--- src/rtl/lcsr_pkg.sv ---
`default_nettype none

package lcsr_pkg;

	// Geometry of the frame store.
	localparam int LEVELS        = 3;
	localparam int ROWS          = 8;
	localparam int BYTES_PER_ROW = 8;

	localparam int STORE_DEPTH = LEVELS * ROWS * BYTES_PER_ROW;
	localparam int ADDR_W      = $clog2(STORE_DEPTH);

	// Field widths fixed by the port list.
	localparam int LVL_W  = 2;
	localparam int ROW_W  = 3;
	localparam int COL_W  = 3;
	localparam int BYTE_W = 8;

	localparam logic [ROW_W-1:0] TOP_ROW  = ROW_W'(ROWS - 1);
	localparam logic [COL_W-1:0] LAST_COL = COL_W'(BYTES_PER_ROW - 1);
	localparam logic [LVL_W-1:0] LAST_LVL = LVL_W'(LEVELS - 1);

	// Reset values of the configuration and compare registers.
	localparam logic [BYTE_W-1:0] LEVEL0_ON_RST = 8'd8;
	localparam logic [BYTE_W-1:0] LEVEL1_ON_RST = 8'd8;
	localparam logic [BYTE_W-1:0] LEVEL2_ON_RST = 8'd20;
	localparam logic [BYTE_W-1:0] COMPARE_RST   = 8'h20;

	// Configuration register indexes.
	localparam int CFG_IDX_W = 2;
	localparam logic [CFG_IDX_W-1:0] CFG_PLANES_INV = 2'd0;
	localparam logic [CFG_IDX_W-1:0] CFG_LEVEL0_ON  = 2'd1;
	localparam logic [CFG_IDX_W-1:0] CFG_LEVEL1_ON  = 2'd2;
	localparam logic [CFG_IDX_W-1:0] CFG_LEVEL2_ON  = 2'd3;

	// Input item kinds.
	localparam logic MODE_TICK  = 1'b0;
	localparam logic MODE_WRITE = 1'b1;

	// Brightness level codes.
	localparam logic [LVL_W-1:0] LVL_0 = 2'd0;
	localparam logic [LVL_W-1:0] LVL_1 = 2'd1;
	localparam logic [LVL_W-1:0] LVL_2 = 2'd2;

	typedef enum logic [1:0] {
		ST_IDLE,
		ST_READ,
		ST_DRAIN
	} state_t;

	// Linear frame store address of one byte.
	function automatic logic [ADDR_W-1:0] store_addr(
		input logic [LVL_W-1:0] lvl,
		input logic [ROW_W-1:0] row,
		input logic [COL_W-1:0] col
	);
		logic [ADDR_W-1:0] a;
		a = ADDR_W'(lvl) * ADDR_W'(ROWS * BYTES_PER_ROW)
		    + ADDR_W'(row) * ADDR_W'(BYTES_PER_ROW)
		    + ADDR_W'(col);
		return a;
	endfunction

endpackage

`default_nettype wire

--- src/rtl/led_cube_scan_refresh.sv ---
`default_nettype none

// Channel   Direction  Handshake             Payload
// in        sink       in_valid / in_stall   mode, wr_level, wr_row, wr_column, wr_value
// out       source     out_valid / out_stall data_byte, plane_restart, plane_bit,
//                                            plane_cleared, on_time, shown_level,
//                                            shown_row, last
// cfg       sink       cfg_we                cfg_index, cfg_data
//
// A write item goes into the store when it is accepted. A tick item is accepted, then
// makes eight reads through the single frame store read port, then drains the read stage.
// Reset clears the 192 entry valid bits at once, so the store reads as zero until
// written; no clearing pass is needed.
// A stall on the output holds the read pipeline; the input stays stalled until the
// last byte of the row sits in the output register.

module led_cube_scan_refresh
	import lcsr_pkg::*;
(
	input  wire                  clk,
	input  wire                  arst_n,

	input  wire                  in_valid,
	output logic                 in_stall,
	input  wire                  mode,
	input  wire  [LVL_W-1:0]     wr_level,
	input  wire  [ROW_W-1:0]     wr_row,
	input  wire  [COL_W-1:0]     wr_column,
	input  wire  [BYTE_W-1:0]    wr_value,

	output logic                 out_valid,
	input  wire                  out_stall,
	output logic [BYTE_W-1:0]    data_byte,
	output logic                 plane_restart,
	output logic                 plane_bit,
	output logic                 plane_cleared,
	output logic [BYTE_W-1:0]    on_time,
	output logic [LVL_W-1:0]     shown_level,
	output logic [ROW_W-1:0]     shown_row,
	output logic                 last,

	input  wire                  cfg_we,
	input  wire  [CFG_IDX_W-1:0] cfg_index,
	input  wire  [BYTE_W-1:0]    cfg_data
);

	state_t state_q, state_nxt;

	logic              planes_inv_q;
	logic [BYTE_W-1:0] level0_on_q, level1_on_q, level2_on_q;
	logic [BYTE_W-1:0] compare_q;
	logic [ROW_W-1:0]  row_q, cur_row_q;
	logic [LVL_W-1:0]  level_q, cur_lvl_q;
	logic              restart_q;
	logic [COL_W-1:0]  col_q;

	logic              in_xfer, tick_xfer, wr_xfer, mem_we;
	logic              rd_en, s1_move;
	logic [ADDR_W-1:0] wr_addr, rd_addr;

	logic [BYTE_W-1:0] mem [0:STORE_DEPTH-1];
	logic              vld_q [0:STORE_DEPTH-1];
	logic [BYTE_W-1:0] rdata_s1;
	logic              vld_s1;
	logic              valid_s1;
	logic [COL_W-1:0]  col_s1;
	logic              out_valid_q;

	// Input transfers.
	assign in_xfer   = in_valid && !in_stall;
	assign tick_xfer = in_xfer && (mode == MODE_TICK);
	assign wr_xfer   = in_xfer && (mode == MODE_WRITE);
	assign mem_we    = wr_xfer && (32'(wr_level) < LEVELS) && (32'(wr_row) < ROWS)
	                   && (32'(wr_column) < BYTES_PER_ROW);
	assign wr_addr   = store_addr(wr_level, wr_row, wr_column);
	assign rd_addr   = store_addr(cur_lvl_q, cur_row_q, col_q);

	// The read stage moves on when the output register is free or being emptied.
	assign s1_move = valid_s1 && (!out_valid_q || !out_stall);

	// Configuration registers.
	always_ff @(posedge clk or negedge arst_n) begin
		if (!arst_n) begin
			planes_inv_q <= 1'b0;
			level0_on_q  <= LEVEL0_ON_RST;
			level1_on_q  <= LEVEL1_ON_RST;
			level2_on_q  <= LEVEL2_ON_RST;
		end else if (cfg_we) begin
			case (cfg_index)
				CFG_PLANES_INV: planes_inv_q <= cfg_data[0];
				CFG_LEVEL0_ON:  level0_on_q  <= cfg_data;
				CFG_LEVEL1_ON:  level1_on_q  <= cfg_data;
				CFG_LEVEL2_ON:  level2_on_q  <= cfg_data;
				default: ;
			endcase
		end
	end

	// Row and level scan counters; a tick snapshots the row it shows.
	always_ff @(posedge clk or negedge arst_n) begin
		if (!arst_n) begin
			row_q     <= TOP_ROW;
			level_q   <= LVL_0;
			compare_q <= COMPARE_RST;
			cur_row_q <= TOP_ROW;
			cur_lvl_q <= LVL_0;
			restart_q <= 1'b0;
		end else if (tick_xfer) begin
			cur_row_q <= row_q;
			cur_lvl_q <= level_q;
			restart_q <= (row_q == TOP_ROW);
			if (row_q == TOP_ROW) begin
				case (level_q)
					LVL_0:   compare_q <= level0_on_q;
					LVL_1:   compare_q <= level1_on_q;
					LVL_2:   compare_q <= level2_on_q;
					default: ;
				endcase
			end
			if (row_q == '0) begin
				row_q   <= TOP_ROW;
				level_q <= (level_q == LAST_LVL) ? LVL_0 : level_q + 1'b1;
			end else begin
				row_q <= row_q - 1'b1;
			end
		end
	end

	// Scan sequencer: next state.
	always_comb begin
		state_nxt = state_q;
		case (state_q)
			ST_IDLE:  if (tick_xfer) state_nxt = ST_READ;
			ST_READ:  if (rd_en && col_q == LAST_COL) state_nxt = ST_DRAIN;
			ST_DRAIN: if (s1_move) state_nxt = ST_IDLE;
			default:  state_nxt = ST_IDLE;
		endcase
	end

	// Scan sequencer: outputs.
	always_comb begin
		in_stall = 1'b1;
		rd_en    = 1'b0;
		case (state_q)
			ST_IDLE:  in_stall = 1'b0;
			ST_READ:  rd_en = !valid_s1 || s1_move;
			ST_DRAIN: ;
			default:  ;
		endcase
	end

	always_ff @(posedge clk or negedge arst_n) begin
		if (!arst_n) begin
			state_q <= ST_IDLE;
			col_q   <= '0;
		end else begin
			state_q <= state_nxt;
			if (tick_xfer) begin
				col_q <= '0;
			end else if (rd_en) begin
				col_q <= col_q + 1'b1;
			end
		end
	end

	// Frame store. Writes happen only while idle and reads only while scanning,
	// so the same entry is never read and written in one cycle.
	always_ff @(posedge clk) begin
		if (mem_we) begin
			mem[wr_addr] <= wr_value;
		end
		if (rd_en) begin
			rdata_s1 <= mem[rd_addr];
		end
	end

	// Entry valid bits; an entry never written reads as zero.
	always_ff @(posedge clk or negedge arst_n) begin
		if (!arst_n) begin
			for (int i = 0; i < STORE_DEPTH; i++) begin
				vld_q[i] <= 1'b0;
			end
			vld_s1   <= 1'b0;
			valid_s1 <= 1'b0;
			col_s1   <= '0;
		end else begin
			if (mem_we) begin
				vld_q[wr_addr] <= 1'b1;
			end
			if (rd_en) begin
				vld_s1   <= vld_q[rd_addr];
				col_s1   <= col_q;
				valid_s1 <= 1'b1;
			end else if (s1_move) begin
				valid_s1 <= 1'b0;
			end
		end
	end

	// Output register.
	always_ff @(posedge clk or negedge arst_n) begin
		if (!arst_n) begin
			out_valid_q <= 1'b0;
		end else if (s1_move) begin
			out_valid_q <= 1'b1;
		end else if (!out_stall) begin
			out_valid_q <= 1'b0;
		end
	end

	always_ff @(posedge clk) begin
		if (s1_move) begin
			data_byte     <= vld_s1 ? rdata_s1 : '0;
			plane_restart <= restart_q && (col_s1 == '0);
			plane_bit     <= restart_q && (col_s1 == '0) && !planes_inv_q;
			plane_cleared <= restart_q && (col_s1 == '0) && !planes_inv_q;
			on_time       <= compare_q;
			shown_level   <= cur_lvl_q;
			shown_row     <= cur_row_q;
			last          <= (col_s1 == LAST_COL);
		end
	end

	assign out_valid = out_valid_q;

`ifndef SYNTH
	// A read in flight means a scan is in progress.
	assert property (@(posedge clk) disable iff (!arst_n)
		valid_s1 |-> (state_q != ST_IDLE))
		else $error("read stage busy while idle");

	// The store is never written while it is being scanned.
	assert property (@(posedge clk) disable iff (!arst_n)
		!(mem_we && rd_en))
		else $error("frame store written during a scan");

	// A plane restart is shown only on the top row.
	assert property (@(posedge clk) disable iff (!arst_n)
		(out_valid_q && plane_restart) |-> (shown_row == TOP_ROW))
		else $error("plane restart off the top row");

	// A tick starts the reads in the next cycle.
	assert property (@(posedge clk) disable iff (!arst_n)
		tick_xfer |=> (state_q == ST_READ && col_q == '0))
		else $error("tick did not start a row scan");
`endif

endmodule

`default_nettype wire
--- config.mk ---
export PLATFORM = sky130hd
export DESIGN_NAME = led_cube_scan_refresh
export DESIGN_NICKNAME = d
export VERILOG_FILES = /design/src/rtl/lcsr_pkg.sv /design/src/rtl/led_cube_scan_refresh.sv
export SDC_FILE = /design/constraint.sdc
export NUM_CORES = 2
export LEC_CHECK = 0
export ABC_AREA = 1
export BUFFER_PORTS_ARGS = -buffer_cell sky130_fd_sc_hd__buf_2
export CAP_MARGIN = 5
export CELL_PAD_IN_SITES_DETAIL_PLACEMENT = 1
export CELL_PAD_IN_SITES_GLOBAL_PLACEMENT = 1
export CORE_ASPECT_RATIO = 1.4
export CORE_MARGIN = 2
export CORE_UTILIZATION = 45
export DETAILED_ROUTE_END_ITERATION = 12
export HOLD_SLACK_MARGIN = 0.08
export PLACE_DENSITY = 0.81
export SYNTH_ARGS = -nofsm -noshare
export SYNTH_HDL_FRONTEND = slang
export SYNTH_SLANG_ARGS = --single-unit
--- constraint.sdc ---
create_clock -name clk -period 4.75 [get_ports clk]
set_input_delay 0.2375 -clock clk [delete_from_list [all_inputs] [get_ports clk]]
set_output_delay 0.2375 -clock clk [all_outputs]
set_load 0.005 [all_outputs]
==> flow_metrics.env <==
export IMPL_clk_pin_slew_ns=0.07
export IMPL_cts_tree="built"
export IMPL_crit_fanout=16
export IMPL_end_kind="flop"
export IMPL_critPathLaunchType="flop"
export IMPL_synthFlopType="edfxtp_1"
export IMPL_drc=0
export IMPL_arrival_ns=4.25
export IMPL_numCtsBuffers=160
export IMPL_tns_ns=0
export IMPL_die_w_um=344.7
export IMPL_worstSetupStartpoint="state_q[0]"
export IMPL_synthCells=6085
export IMPL_synth_edf_count=1568
export IMPL_ioPinCount=59
export IMPL_vias=50450
export IMPL_status="complete, no violations"
export IMPL_finalCriticalPeriod_ns=3.810
export IMPL_slew_limit_headroom=0.1465
export IMPL_clk_latency_ns=0.82
export IMPL_ant_nets=0
export IMPL_critPathKind="flop to flop"
export IMPL_grt_pass1_wl_um=342100
export IMPL_fill_cells=16540
export IMPL_syn_num_nets=6127
export IMPL_syn_cell_area_um2=73110
export IMPL_initial_core_util=0.4518
export IMPL_place_congestion=0.8759
export IMPL_grt_overflow=0
export IMPL_drt_pass1_iterations=7
export IMPL_antenna_found_initial=6
export IMPL_worst_pin_slew_ns=1.280
export IMPL_hp_start="wr_value[1]"
export IMPL_grt_usage=0.2771
export IMPL_multiInputGateArea_um2=17450
export IMPL_fmax_ghz=0.2624
export IMPL_htree_levels=4
export IMPL_async_flop_share=0.1361
export IMPL_regArea_um2=53290
export IMPL_cts_buffer_depth=3
export IMPL_min_period_over_period=0.8022
export IMPL_syn_avg_cell_area_um2=12.01
export IMPL_hold_ws_ns=0.1300
export IMPL_grt_pass1_vias=53850
export IMPL_synth_simple_area_share=0.1737
export IMPL_leakage_nw=29.18
export IMPL_slew_violations=0
export IMPL_maxCapViolCount=0
export IMPL_synth_adder_area_share=0.001711
export IMPL_synthMuxAreaShare=0
export IMPL_cts_root_buf="clkbuf_16"
export IMPL_rows=175
export IMPL_dp_hpwl_um=131700
export IMPL_drive_gt1_frac=0.1063
export IMPL_coreArea_um2=161800
export IMPL_portBuffers=58
export IMPL_cts_sinks=1815
export IMPL_ys_types=33
export IMPL_die_h_um=480.9
export IMPL_skew_ns=0.02076
export IMPL_synth_top_family_by_area="simple AND/OR/NAND/NOR gates"
export IMPL_hp_class="input pin to flop"
export IMPL_fin_nets=6108
export IMPL_r2r_start="state_q[0]"
export IMPL_final_setup_viol_count=0
export IMPL_cts_resized=0
export IMPL_avgRoutedWirePerCell_um=27.54
export IMPL_totalWireLength_um=229600
export IMPL_syn_to_final_growth_pct=10.98
export IMPL_drt_initial_drc_count=5370
export IMPL_synth_compound_area_frac=0.06283
export IMPL_p_per_area_nw_per_um2=574.1
export IMPL_ir_drop_mv=0.6039
export IMPL_synth_xor_area_frac=0
export IMPL_synth_yosys_seq_area_share=0.7288
export IMPL_critPathRequiredTime_ns=5.19
export IMPL_dieArea_um2=165800
export IMPL_ys_warn_count=0
export IMPL_rsz0062_at_grt="no"
export IMPL_final_hold_viol_count=0
export IMPL_vias_per_cell=6.052
export IMPL_grt_max_degree=224
export IMPL_ys_ff_latch=1815
-- area by class of cell --
cell class / instances / share of cell area
Tap cell: 2124 / 0.03275
Clock buffer: 219 / 0.05447
Antenna cell: 6 / 0.0001851
Timing Repair Buffer: 237 / 0.02588
Inverter: 108 / 0.005305
Sequential cell: 1815 / 0.6569
Multi-Input combinational cell: 3744 / 0.2151
Clock inverter: 83 / 0.009438
-- flip-flops by register name, summed over array words and instances, names as in the netlist, 3 cells and up --
register and cells:
data_byte 8, level0_on_q 8, compare_q 8, level1_on_q 8
mem 1536, col_q 3, row_q 3, shown_row 3
level2_on_q 8, col_s1 3, on_time 8, cur_row_q 3
rdata_s1 8, vld_q 192
-- critical path, stage by stage (launching register included) --
cell and delay (ns):
dfrtp_1 0.40, nor2_1 0.17, inv_2 0.08, nor3_2 0.64, inv_1 0.22, nor3_2 0.29, nand3_1 0.72, nor2_1 0.91
-- power breakdown --
| group | internal (mW) | total [mW] | switching [mW] |
|---|---|---|---|
| clock network | 7.14 | 13.1 | 5.99 |
| registers | 17.8 | 18.2 | 0.439 |
| logic | 3.90 | 15.2 | 11.3 |
-- worst paths after layout --
| kind | end | slack [ns] | depth (start not counted) |
|---|---|---|---|
| min in group asynchronous | vld_q[108] | 0.14 | 2 |
| max | mem[114][6] | 0.94 | 7 |
| min reg2reg | on_time[4] | 0.45 | 0 |
| min | mem[164][1] | 0.13 | 1 |
| max reg2reg | mem[114][6] | 0.94 | 7 |
| max in group asynchronous | vld_q[1] | 3.14 | 3 |
-- per-layer routing --
metal	part of all wire	vias to the layer above	GRT usage
li1	-	21640	-
met4	0.066	10	0.1724
met5	0.00032	-	0
met3	0.066	659	0.04313
met1	0.37	25850	0.3286
met2	0.50	2298	0.4712
-- synth_stat cells (28+ instances only) --
cell | count | area (µm²)
or2_2 | 163 | 1020
o21ai_0 | 498 | 2492
nand2_1 | 1101 | 4133
buf_2 | 71 | 355.3
dfrtp_1 | 236 | 5906
a21oi_1 | 78 | 390.4
nand3_1 | 977 | 4890
or2_1 | 29 | 181.4
o22ai_1 | 98 | 613.1
buf_4 | 50 | 375.4
o21ai_1 | 28 | 140.1
nor2_1 | 643 | 2414
inv_1 | 101 | 379.1
edfxtp_1 | 1568 | 47090
clkbuf_1 | 233 | 874.6
o221ai_1 | 104 | 910.9
buf_1 | 45 | 168.9
-- metrics by stage --
stage            util  setup slack (ns)  power, mW  instances  instance area [µm²]
2_1_floorplan       -             2.544      27.62       6085                73110
3_3_place_gp   0.4679             1.142      32.51       8006                75720
3_5_place_dp   0.4679             1.012      33.16       8006                75720
4_1_cts        0.5013            0.9777      46.35       8330                81120
5_1_grt        0.5014            0.8248      48.25       8334                81130
6_report       0.5014            0.9395      46.58       8336                81140
-- cell usage in the layout (no fill, tap or decap), drive strengths merged --
| master | n |
|---|---|
| a21oi | 78 |
| edfxtp | 1568 |
| ha | 10 |
| o211ai | 4 |
| clkinv | 51 |
| nor4 | 1 |
| bufinv | 10 |
| nor2 | 643 |
| nor3 | 5 |
| clkinvlp | 8 |
| o32ai | 1 |
| or2 | 192 |
| nand2 | 1101 |
| clkbuf | 219 |
| inv | 122 |
| buf | 215 |
| dfstp | 11 |
| o221ai | 104 |
| nand4 | 2 |
| or3 | 1 |
| nand3 | 977 |
| o22ai | 98 |
| diode | 6 |
| o21bai | 1 |
| dfrtp | 236 |
| dlygate4sd3 | 22 |
| o21ai | 526 |
-- what timing repair did --
action                    in CTS  in global routing
hold buffers                  22                  0
buffers inserted               0                  0
hold endpoints to repair     405                  0
-- cells by family after synthesis --
| family | count (synthesis) |
|---|---|
| adder cells (fa/ha/maj) | 10 |
| flip-flops | 1815 |
| AND/OR/NAND/NOR | 2922 |
| AO/OA/AOI/OAI | 812 |
| buffers and inverters | 526 |
Note: power is estimated with default switching activity, not from simulation.
